$ cat src/rtl/core/mwbb_pkg.sv
// ----------------------------------------------------------------------------
// Mesh world bounding box package
// Widths, register indices, reset values and the configuration type.
// ----------------------------------------------------------------------------
package mwbb_pkg;

    localparam int COORD_WIDTH_DEF = 16;
    localparam int FRAC_BITS_DEF   = 12;

    localparam int POS_W       = 16;
    localparam int COEF_W      = 16;
    localparam int OUT_W       = 21;
    localparam int IN_TDATA_W  = 48;
    localparam int OUT_TDATA_W = 128;
    localparam int QUEUE_DEPTH = 2;

    localparam int CFG_INDEX_W = 2;
    localparam int CFG_DATA_W  = 64;

    localparam logic [CFG_INDEX_W-1:0] CFG_TRANSFORM_EN = 2'd0;
    localparam logic [CFG_INDEX_W-1:0] CFG_ROW_X        = 2'd1;
    localparam logic [CFG_INDEX_W-1:0] CFG_ROW_Y        = 2'd2;
    localparam logic [CFG_INDEX_W-1:0] CFG_ROW_Z        = 2'd3;

    localparam logic [CFG_DATA_W-1:0] ROW_X_RESET = 64'h1000_0000_0000_0000;
    localparam logic [CFG_DATA_W-1:0] ROW_Y_RESET = 64'h0000_1000_0000_0000;
    localparam logic [CFG_DATA_W-1:0] ROW_Z_RESET = 64'h0000_0000_1000_0000;

    typedef struct packed {
        logic                  transform_en;
        logic [CFG_DATA_W-1:0] row_x;
        logic [CFG_DATA_W-1:0] row_y;
        logic [CFG_DATA_W-1:0] row_z;
    } t_cfg;

endpackage

$ cat src/rtl/core/mwbb_front.sv
// ----------------------------------------------------------------------------
// Bounding box front end
// Accepts vertices and keeps the running box; pushes each finished box.
// ----------------------------------------------------------------------------
module mwbb_front import mwbb_pkg::*; #(
    parameter int COORD_WIDTH = COORD_WIDTH_DEF
) (
    input  logic                     i_clk,
    input  logic                     i_rst_n,
    input  logic                     i_s_axis_tvalid,
    output logic                     o_s_axis_tready,
    input  logic [IN_TDATA_W-1:0]    i_s_axis_tdata,
    input  logic                     i_s_axis_tlast,
    input  logic                     i_q_full,
    output logic                     o_q_push,
    output logic [6*COORD_WIDTH-1:0] o_q_data
);

    logic                          r_first;
    logic signed [COORD_WIDTH-1:0] r_min [3];
    logic signed [COORD_WIDTH-1:0] r_max [3];
    logic signed [COORD_WIDTH-1:0] n_min [3];
    logic signed [COORD_WIDTH-1:0] n_max [3];
    logic signed [COORD_WIDTH-1:0] w_pos [3];
    logic                          w_accept;

    assign o_s_axis_tready = !i_q_full;
    assign w_accept        = i_s_axis_tvalid && !i_q_full;
    assign o_q_push        = w_accept && i_s_axis_tlast;

    for (genvar a = 0; a < 3; a++) begin : g_axis
        logic signed [POS_W-1:0] w_field;
        assign w_field = i_s_axis_tdata[a*POS_W +: POS_W];
        if (COORD_WIDTH <= POS_W) begin : g_narrow
            assign w_pos[a] = signed'(w_field[COORD_WIDTH-1:0]);
        end else begin : g_wide
            assign w_pos[a] = COORD_WIDTH'(w_field);
        end
        always_comb begin
            n_min[a] = (r_first || (w_pos[a] < r_min[a])) ? w_pos[a] : r_min[a];
            n_max[a] = (r_first || (w_pos[a] > r_max[a])) ? w_pos[a] : r_max[a];
        end
        assign o_q_data[a*COORD_WIDTH +: COORD_WIDTH]     = n_min[a];
        assign o_q_data[(a+3)*COORD_WIDTH +: COORD_WIDTH] = n_max[a];
        always_ff @(posedge i_clk) begin
            if (w_accept) begin
                r_min[a] <= n_min[a];
                r_max[a] <= n_max[a];
            end
        end
    end

    always_ff @(posedge i_clk) begin
        if (!i_rst_n) begin
            r_first <= 1'b1;
        end else if (w_accept) begin
            r_first <= i_s_axis_tlast;
        end
    end

endmodule

$ cat src/rtl/core/mwbb_queue.sv
// ----------------------------------------------------------------------------
// Box queue
// Short first-in first-out buffer between the front and back ends.
// ----------------------------------------------------------------------------
module mwbb_queue import mwbb_pkg::*; #(
    parameter int DATA_W = 6*COORD_WIDTH_DEF
) (
    input  logic              i_clk,
    input  logic              i_rst_n,
    input  logic              i_push,
    input  logic [DATA_W-1:0] i_data,
    input  logic              i_pop,
    output logic              o_full,
    output logic              o_valid,
    output logic [DATA_W-1:0] o_data
);

    localparam int PTR_W = $clog2(QUEUE_DEPTH);
    localparam int CNT_W = $clog2(QUEUE_DEPTH + 1);

    logic [DATA_W-1:0] r_mem [QUEUE_DEPTH];
    logic [PTR_W-1:0]  r_wr_ptr;
    logic [PTR_W-1:0]  r_rd_ptr;
    logic [CNT_W-1:0]  r_count;

    assign o_full  = (r_count == CNT_W'(QUEUE_DEPTH));
    assign o_valid = (r_count != '0);
    assign o_data  = r_mem[r_rd_ptr];

    always_ff @(posedge i_clk) begin
        if (i_push) begin
            r_mem[r_wr_ptr] <= i_data;
        end
    end

    always_ff @(posedge i_clk) begin
        if (!i_rst_n) begin
            r_wr_ptr <= '0;
            r_rd_ptr <= '0;
            r_count  <= '0;
        end else begin
            if (i_push) begin
                r_wr_ptr <= r_wr_ptr + PTR_W'(1);
            end
            if (i_pop) begin
                r_rd_ptr <= r_rd_ptr + PTR_W'(1);
            end
            if (i_push && !i_pop) begin
                r_count <= r_count + CNT_W'(1);
            end else if (i_pop && !i_push) begin
                r_count <= r_count - CNT_W'(1);
            end
        end
    end

endmodule

$ cat src/rtl/core/mwbb_back.sv
// ----------------------------------------------------------------------------
// Bounding box back end
// Maps a finished box via the world matrix if enabled; holds the result word.
// ----------------------------------------------------------------------------
module mwbb_back import mwbb_pkg::*; #(
    parameter int COORD_WIDTH = COORD_WIDTH_DEF,
    parameter int FRAC_BITS   = FRAC_BITS_DEF
) (
    input  logic                     i_clk,
    input  logic                     i_rst_n,
    input  t_cfg                     i_cfg,
    input  logic                     i_q_valid,
    input  logic [6*COORD_WIDTH-1:0] i_q_data,
    output logic                     o_q_pop,
    output logic                     o_m_axis_tvalid,
    input  logic                     i_m_axis_tready,
    output logic [OUT_TDATA_W-1:0]   o_m_axis_tdata
);

    localparam int PROD_W = COORD_WIDTH + COEF_W;
    localparam int ACC_W  = PROD_W + 2;
    localparam int PAD_W  = OUT_TDATA_W - 6*OUT_W;
    localparam logic signed [ACC_W-1:0] HALF = ACC_W'(1) <<< (FRAC_BITS - 1);

    localparam logic [2:0] ST_IDLE = 3'd0;
    localparam logic [2:0] ST_MUL  = 3'd1;
    localparam logic [2:0] ST_ACC  = 3'd2;
    localparam logic [2:0] ST_FIN  = 3'd3;
    localparam logic [2:0] ST_OUT  = 3'd4;

    logic [2:0]                    r_state;
    logic [1:0]                    r_axis;
    logic [1:0]                    r_col;
    logic signed [COORD_WIDTH-1:0] r_mn [3];
    logic signed [COORD_WIDTH-1:0] r_mx [3];
    logic signed [PROD_W-1:0]      r_pa;
    logic signed [PROD_W-1:0]      r_pb;
    logic signed [ACC_W-1:0]       r_acc_lo;
    logic signed [ACC_W-1:0]       r_acc_hi;
    logic [OUT_W-1:0]              r_res_lo [3];
    logic [OUT_W-1:0]              r_res_hi [3];
    logic                          r_out_valid;
    logic [OUT_TDATA_W-1:0]        r_out_data;

    logic [CFG_DATA_W-1:0]         w_row;
    logic signed [COEF_W-1:0]      w_coef;
    logic signed [POS_W-1:0]       w_trans;
    logic signed [COORD_WIDTH-1:0] w_cmn;
    logic signed [COORD_WIDTH-1:0] w_cmx;
    logic signed [PROD_W-1:0]      w_plo;
    logic signed [PROD_W-1:0]      w_phi;
    logic signed [ACC_W-1:0]       w_rlo;
    logic signed [ACC_W-1:0]       w_rhi;
    logic signed [COORD_WIDTH-1:0] w_qmn [3];
    logic signed [COORD_WIDTH-1:0] w_qmx [3];
    logic                          w_out_free;

    for (genvar a = 0; a < 3; a++) begin : g_unpack
        assign w_qmn[a] = i_q_data[a*COORD_WIDTH +: COORD_WIDTH];
        assign w_qmx[a] = i_q_data[(a+3)*COORD_WIDTH +: COORD_WIDTH];
    end

    assign o_q_pop    = (r_state == ST_IDLE) && i_q_valid;
    assign w_out_free = !r_out_valid || i_m_axis_tready;

    always_comb begin
        case (r_axis)
            2'd0:    w_row = i_cfg.row_x;
            2'd1:    w_row = i_cfg.row_y;
            default: w_row = i_cfg.row_z;
        endcase
        case (r_col)
            2'd0: begin
                w_coef = w_row[63:48];
                w_cmn  = r_mn[0];
                w_cmx  = r_mx[0];
            end
            2'd1: begin
                w_coef = w_row[47:32];
                w_cmn  = r_mn[1];
                w_cmx  = r_mx[1];
            end
            default: begin
                w_coef = w_row[31:16];
                w_cmn  = r_mn[2];
                w_cmx  = r_mx[2];
            end
        endcase
        w_trans = w_row[15:0];
        w_plo   = (r_pa < r_pb) ? r_pa : r_pb;
        w_phi   = (r_pa < r_pb) ? r_pb : r_pa;
        w_rlo   = ((r_acc_lo + HALF) >>> FRAC_BITS) + ACC_W'(w_trans);
        w_rhi   = ((r_acc_hi + HALF) >>> FRAC_BITS) + ACC_W'(w_trans);
    end

    always_ff @(posedge i_clk) begin
        case (r_state)
            ST_IDLE: begin
                if (i_q_valid) begin
                    for (int a = 0; a < 3; a++) begin
                        r_mn[a]     <= w_qmn[a];
                        r_mx[a]     <= w_qmx[a];
                        r_res_lo[a] <= OUT_W'(w_qmn[a]);
                        r_res_hi[a] <= OUT_W'(w_qmx[a]);
                    end
                end
            end
            ST_MUL: begin
                r_pa <= PROD_W'(w_coef) * PROD_W'(w_cmn);
                r_pb <= PROD_W'(w_coef) * PROD_W'(w_cmx);
            end
            ST_ACC: begin
                r_acc_lo <= (r_col == 2'd0) ? ACC_W'(w_plo) : r_acc_lo + ACC_W'(w_plo);
                r_acc_hi <= (r_col == 2'd0) ? ACC_W'(w_phi) : r_acc_hi + ACC_W'(w_phi);
            end
            ST_FIN: begin
                case (r_axis)
                    2'd0: begin
                        r_res_lo[0] <= w_rlo[OUT_W-1:0];
                        r_res_hi[0] <= w_rhi[OUT_W-1:0];
                    end
                    2'd1: begin
                        r_res_lo[1] <= w_rlo[OUT_W-1:0];
                        r_res_hi[1] <= w_rhi[OUT_W-1:0];
                    end
                    default: begin
                        r_res_lo[2] <= w_rlo[OUT_W-1:0];
                        r_res_hi[2] <= w_rhi[OUT_W-1:0];
                    end
                endcase
            end
            ST_OUT: begin
                if (w_out_free) begin
                    r_out_data <= {PAD_W'(0), r_res_hi[2], r_res_hi[1], r_res_hi[0],
                                   r_res_lo[2], r_res_lo[1], r_res_lo[0]};
                end
            end
            default: begin
            end
        endcase
    end

    always_ff @(posedge i_clk) begin
        if (!i_rst_n) begin
            r_state     <= ST_IDLE;
            r_axis      <= 2'd0;
            r_col       <= 2'd0;
            r_out_valid <= 1'b0;
        end else begin
            if ((r_state == ST_OUT) && w_out_free) begin
                r_out_valid <= 1'b1;
            end else if (i_m_axis_tready) begin
                r_out_valid <= 1'b0;
            end
            case (r_state)
                ST_IDLE: begin
                    if (i_q_valid) begin
                        r_axis  <= 2'd0;
                        r_col   <= 2'd0;
                        r_state <= i_cfg.transform_en ? ST_MUL : ST_OUT;
                    end
                end
                ST_MUL: begin
                    r_state <= ST_ACC;
                end
                ST_ACC: begin
                    if (r_col == 2'd2) begin
                        r_state <= ST_FIN;
                    end else begin
                        r_col   <= r_col + 2'd1;
                        r_state <= ST_MUL;
                    end
                end
                ST_FIN: begin
                    r_col <= 2'd0;
                    if (r_axis == 2'd2) begin
                        r_state <= ST_OUT;
                    end else begin
                        r_axis  <= r_axis + 2'd1;
                        r_state <= ST_MUL;
                    end
                end
                ST_OUT: begin
                    if (w_out_free) begin
                        r_state <= ST_IDLE;
                    end
                end
                default: begin
                    r_state <= ST_IDLE;
                end
            endcase
        end
    end

    assign o_m_axis_tvalid = r_out_valid;
    assign o_m_axis_tdata  = r_out_data;

endmodule

$ cat src/rtl/core/mesh_world_bounding_box_core.sv
// ----------------------------------------------------------------------------
// Mesh world bounding box core: vertices are taken at one per cycle unless stalled.
// Input stalls only while two finished boxes wait; the back end takes one box at a time.
// A box passes the queue, back end states (MUL/ACC/FIN if mapped) and output register.
// Reset is synchronous, active low: clears box state, loads identity matrix.
// ----------------------------------------------------------------------------
module mesh_world_bounding_box_core import mwbb_pkg::*; #(
    parameter int COORD_WIDTH = COORD_WIDTH_DEF,
    parameter int FRAC_BITS   = FRAC_BITS_DEF
) (
    input  logic                   i_clk,
    input  logic                   i_rst_n,
    // pos_x, pos_y, pos_z
    input  logic [IN_TDATA_W-1:0]  i_s_axis_tdata,
    input  logic                   i_s_axis_tvalid,
    output logic                   o_s_axis_tready,
    input  logic                   i_s_axis_tlast,
    // box_min_x, box_min_y, box_min_z, box_max_x, box_max_y, box_max_z
    output logic [OUT_TDATA_W-1:0] o_m_axis_tdata,
    output logic                   o_m_axis_tvalid,
    input  logic                   i_m_axis_tready,
    input  logic                   i_cfg_we,
    input  logic [CFG_INDEX_W-1:0] i_cfg_index,
    input  logic [CFG_DATA_W-1:0]  i_cfg_data
);

    localparam int BOX_W = 6*COORD_WIDTH;

    t_cfg             r_cfg;
    logic             w_push;
    logic             w_pop;
    logic             w_full;
    logic             w_q_valid;
    logic [BOX_W-1:0] w_push_data;
    logic [BOX_W-1:0] w_q_data;

    always_ff @(posedge i_clk) begin
        if (!i_rst_n) begin
            r_cfg.transform_en <= 1'b0;
            r_cfg.row_x        <= ROW_X_RESET;
            r_cfg.row_y        <= ROW_Y_RESET;
            r_cfg.row_z        <= ROW_Z_RESET;
        end else if (i_cfg_we) begin
            case (i_cfg_index)
                CFG_TRANSFORM_EN: r_cfg.transform_en <= i_cfg_data[0];
                CFG_ROW_X:        r_cfg.row_x        <= i_cfg_data;
                CFG_ROW_Y:        r_cfg.row_y        <= i_cfg_data;
                CFG_ROW_Z:        r_cfg.row_z        <= i_cfg_data;
                default: begin
                end
            endcase
        end
    end

    mwbb_front #(
        .COORD_WIDTH (COORD_WIDTH)
    ) u_front (
        .i_clk           (i_clk),
        .i_rst_n         (i_rst_n),
        .i_s_axis_tvalid (i_s_axis_tvalid),
        .o_s_axis_tready (o_s_axis_tready),
        .i_s_axis_tdata  (i_s_axis_tdata),
        .i_s_axis_tlast  (i_s_axis_tlast),
        .i_q_full        (w_full),
        .o_q_push        (w_push),
        .o_q_data        (w_push_data)
    );

    mwbb_queue #(
        .DATA_W (BOX_W)
    ) u_queue (
        .i_clk   (i_clk),
        .i_rst_n (i_rst_n),
        .i_push  (w_push),
        .i_data  (w_push_data),
        .i_pop   (w_pop),
        .o_full  (w_full),
        .o_valid (w_q_valid),
        .o_data  (w_q_data)
    );

    mwbb_back #(
        .COORD_WIDTH (COORD_WIDTH),
        .FRAC_BITS   (FRAC_BITS)
    ) u_back (
        .i_clk           (i_clk),
        .i_rst_n         (i_rst_n),
        .i_cfg           (r_cfg),
        .i_q_valid       (w_q_valid),
        .i_q_data        (w_q_data),
        .o_q_pop         (w_pop),
        .o_m_axis_tvalid (o_m_axis_tvalid),
        .i_m_axis_tready (i_m_axis_tready),
        .o_m_axis_tdata  (o_m_axis_tdata)
    );

endmodule

$ cat config.mk
export PLATFORM = sky130hd
export DESIGN_NAME = mesh_world_bounding_box_core
export DESIGN_NICKNAME = d
export VERILOG_FILES = /design/src/rtl/core/mwbb_pkg.sv /design/src/rtl/core/mwbb_front.sv /design/src/rtl/core/mwbb_queue.sv /design/src/rtl/core/mwbb_back.sv /design/src/rtl/core/mesh_world_bounding_box_core.sv
export SDC_FILE = /design/constraint.sdc
export NUM_CORES = 2
export LEC_CHECK = 0
export ABC_CLOCK_PERIOD_IN_PS = 24900
export BUFFER_PORTS_ARGS = -buffer_cell sky130_fd_sc_hd__buf_4
export CORE_AREA = 2 2 366 368
export DETAILED_ROUTE_END_ITERATION = 8
export DIE_AREA = 0 0 368 370
export PLACE_DENSITY = 0.67
export SLEW_MARGIN = 20
export SYNTH_ARGS = -nofsm -noshare
export SYNTH_HDL_FRONTEND = slang
export SYNTH_SLANG_ARGS = --single-unit
$ cat constraint.sdc
create_clock -name i_clk -period 24.9 [get_ports i_clk]
set_clock_uncertainty 0.15 [all_clocks]
set_input_delay 1.245 -clock i_clk [delete_from_list [all_inputs] [get_ports i_clk]]
set_output_delay 1.245 -clock i_clk [all_outputs]
set_load 0.02 [all_outputs]
==> results.md <==
- Highest-delay cell along the critical path: nand3_1
- P_sw: around 0.0029 W
- Total overflow reported by the global router: 0
- Async SR Flop Fraction: 0
- # port buffers: around 250
- Max Used Layer: met5
- Met2 routed WL: 90.6 mm
- Worst ir drop on vdd: about 0.000088 V
- DPL Wire Length: approximately 150 mm
- CP Class: flip-flop to flip-flop
- Cell count after synthesis: 6,344
- Area delta synth->final: 10.9%
- M1 WL: between 80 and 90 mm
- #FFs+latches synth: 973
- Layout fillers: ~11,000
- Crit start category: flip-flop
- Post-synthesis sequential area ratio: 0.412
- Final Hold Fails: 0
- Starting Density: 0.497
- Reg power frac: 0.327
- R2r worst-path depth: 28
- Most common cell after layout, fill and taps aside: nand2_1
- Switching part of the total: 0.400
- Horiz. Die Dim: between 300 and 400 µm
- Met3 WL: between 15 and 20 mm
- Clock transition at path regs: 0.06 ns
- Cell family with the largest share of critical-path delay: adder cells
- First-pass GRT wire length: slightly below 300 mm
- Multi-input gate area: around 0.035 mm²
- CTS Root Cell: clkbuf_16
- Post-CTS Setup Bufs: 0
- Post-Syn Area: 0.0659 mm²
- Mean Syn Cell Area: slightly above 10 µm²
- Maximum clock rate: between 100 and 150 MHz
- Crit path depth: 28
- R2R setup slack: about 16 ns
- Yosys cell types: 74
- Tightest Pin Transition: 1.23 ns
- Core Area: 0.132 mm²
- R2R Path End: u_back.r_pa[30]
- NumNets Final: about 7,500
- First-pass DRT Iterations: 6
- Crit share post-route: 0.369
- Die Ht: ~370 µm
- Hold Crit Class: flip-flop to flip-flop
- Largest net degree at the start of global routing: 106
- Top FF cell, synth: edfxtp_1
- Number of synthesized flops with an enable pin: about 770
- RePlAce Congestion: between 0.9 and 1
- Max_cap viols: 0
- Final min period: between 9 and 10 ns
- Post-cts sizing count: 0
- PnR worst setup slack: 15.72 ns
- Gate power share: 0.465
- Setup repair after global routing missed its margin: false
- Final wirelength: between 150 and 200 mm
- Crit path DAT: 9.45 ns
- ANT nets after route: 0
- Pre-CTS setup slack: 15.86 ns
- Via count: 47,200
- Clock sink total: 973
- Post-CTS Hold Buffers: 0
- Gr usage total: 0.287
- I/O Pins: between 200 and 300
- Largest stage delay, worst path: 0.86 ns
- PwrDens: approximately 100 mW/mm²
- TritonCTS Buffers: around 100
- Register area: between 0.02 and 0.03 mm²
- Clock share of power: 0.209
- Crit path to: u_back.r_pa[30]
- Outcome: complete, no violations
- DRT iter0 DRCs: roughly 4,300
- Num rows: roughly 130
- Yosys warning total: 0
- Share of cells above drive strength 1: 0.114
- Skew-Pair Late Insertion Delay: about 0.76 ns
- CP required: approximately 25 ns
- Worst path bufs/invs: 5
- CP Launch Point: u_back.r_axis[0]
- TritonCTS clock tree: done
- Initial antenna violation count: 8
- Setup_tns: 0 ns
- Detailed-route DRC error count: 0
- Internal cell power: around 0.0044 W
- Post-layout util: 0.552
- Crit. End Element: flip-flop
- Via/cell ratio: around 5.6
- CP max FO: 48
- Crit path top cell by count: fa_1
- Die ar.: between 0.1 and 0.15 mm²
- Max Buffers Root-to-Sink: 3
- Setup Viol. Count Final: 0
- CTS H-tree depth: 3
- WL/cell: 23.4 µm
- Worst R2R Start: u_back.r_axis[0]
- LEAKAGE: between 30 and 40 nW
- Most frequent cells in the layout: nand2_1, inv_1, edfxtp_1, fa_1, nor2_1
- Slew margin rel.: 0.171
- Final Slew Violations: 0
- Vias in the first global route: between 40,000 and 50,000
[kinds of logic (layout without fill, tap and decap cells)]
kind of cell / count (synthesis) / count (layout) / synth area share
compound gates: 988 / 988 / 0.0995
xor+xnor: 206 / 206 / 0.0274
buf+inv: 1044 / 1283 / 0.0596
fa+ha+maj: 929 / 929 / 0.237
flops: 973 / 973 / 0.412
simple gates: 1966 / 1966 / 0.124
other cells: 1 / 4 / 0.0000569
mux: 237 / 237 / 0.0401
[worst min-delay path by stage]
stage          cells past startpoint  slack, ns                   to              startpoint
2_1_floorplan                      0       0.25    o_m_axis_tdata[0]   u_back.r_res_lo[0][0]
3_3_place_gp                       0       0.25   o_m_axis_tdata[20]  u_back.r_res_lo[0][20]
6_report                           0       0.25   o_m_axis_tdata[77]  u_back.r_res_hi[0][14]
5_1_grt                            0       0.27  o_m_axis_tdata[121]  u_back.r_res_hi[0][58]
3_5_place_dp                       0       0.25   o_m_axis_tdata[30]  u_back.r_res_lo[0][30]
4_1_cts                            0       0.26   o_m_axis_tdata[77]  u_back.r_res_hi[0][14]
[worst reg2reg max path, delay by kind of cell, from the launching register on]
kind / cells / cell delay (ns)
compound gates: 8 / 2.15
xor+xnor: 1 / 0.09
fa+ha+maj: 8 / 3.49
buf+inv: 5 / 0.86
flops: 1 / 0.38
simple gates: 6 / 1.76
[synth_stat cells (all sizes together) (22+ instances only)]
cell,number,area (µm²)
nand3,83,415
xor2,64,561
nand2,1153,4330
edfxtp,766,23000
a21oi,202,1010
nor3,38,190
o31ai,22,165
inv,777,2920
a21boi,199,1490
and3,43,269
dfxtp,207,4140
fa,528,10600
o21ai,196,981
mux2,216,2430
nor2,450,1690
a21o,126,946
ha,401,5020
a22oi,62,465
clkbuf,251,942
a22o,35,307
nand4,30,188
xnor2,142,1240
nor2b,37,231
or3,29,181
nand2b,28,175
or2,24,150
[flip-flops by register name, summed over array words and instances, names as in the netlist, 3 cells and up, named ones only]
name	cells
u_back.r_acc_hi	33
u_front.r_min	48
u_back.r_res_hi	63
u_back.r_acc_lo	33
u_back.r_res_lo	63
u_front.r_max	48
u_queue.r_mem	192
u_back.r_mx	48
r_cfg	193
o_m_axis_tdata	126
u_back.r_pb	32
u_back.r_mn	48
u_back.r_pa	32
u_back.r_state	3
[metrics by stage]
step,power (W),hold slack [ns],instance area [µm²],cells
6_report,0.00734,0.250,73100,8354
4_1_cts,0.00734,0.258,73000,8351
3_3_place_gp,0.00574,0.251,69700,8165
2_1_floorplan,0.00470,0.250,65900,6345
3_5_place_dp,0.00579,0.255,69700,8165
5_1_grt,0.00780,0.273,73000,8353
[per-layer routing]
| layer | global-route usage | up-vias |
|---|---|---|
| li1 | - | 21500 |
| met1 | 0.385 | 23600 |
| met2 | 0.461 | 1783 |
| met3 | 0.0563 | 348 |
| met4 | 0.109 | 4 |
| met5 | 0 | - |
[power by group through the flow]
stage | combinational (W) | clock [W] | sequential [W]
after floorplan | 0.00227 | 0 | 0.00244
after global routing | 0.00377 | 0.00162 | 0.00242
final | 0.00341 | 0.00153 | 0.00240
after global placement | 0.00332 | 0 | 0.00242
after CTS | 0.00339 | 0.00155 | 0.00240
after detailed placement | 0.00337 | 0 | 0.00242
[area by class of cell]
cell class,instances,area share
Antenna cell,2,0.0000685
Multi-Input combinational cell,4328,0.480
Timing Repair Buffer,320,0.0330
Clock buffer,135,0.0371
Inverter,777,0.0399
Clock inverter,51,0.00844
Tap cell,1768,0.0303
Sequential cell,973,0.372
Note: power is estimated with default switching activity, not from simulation.
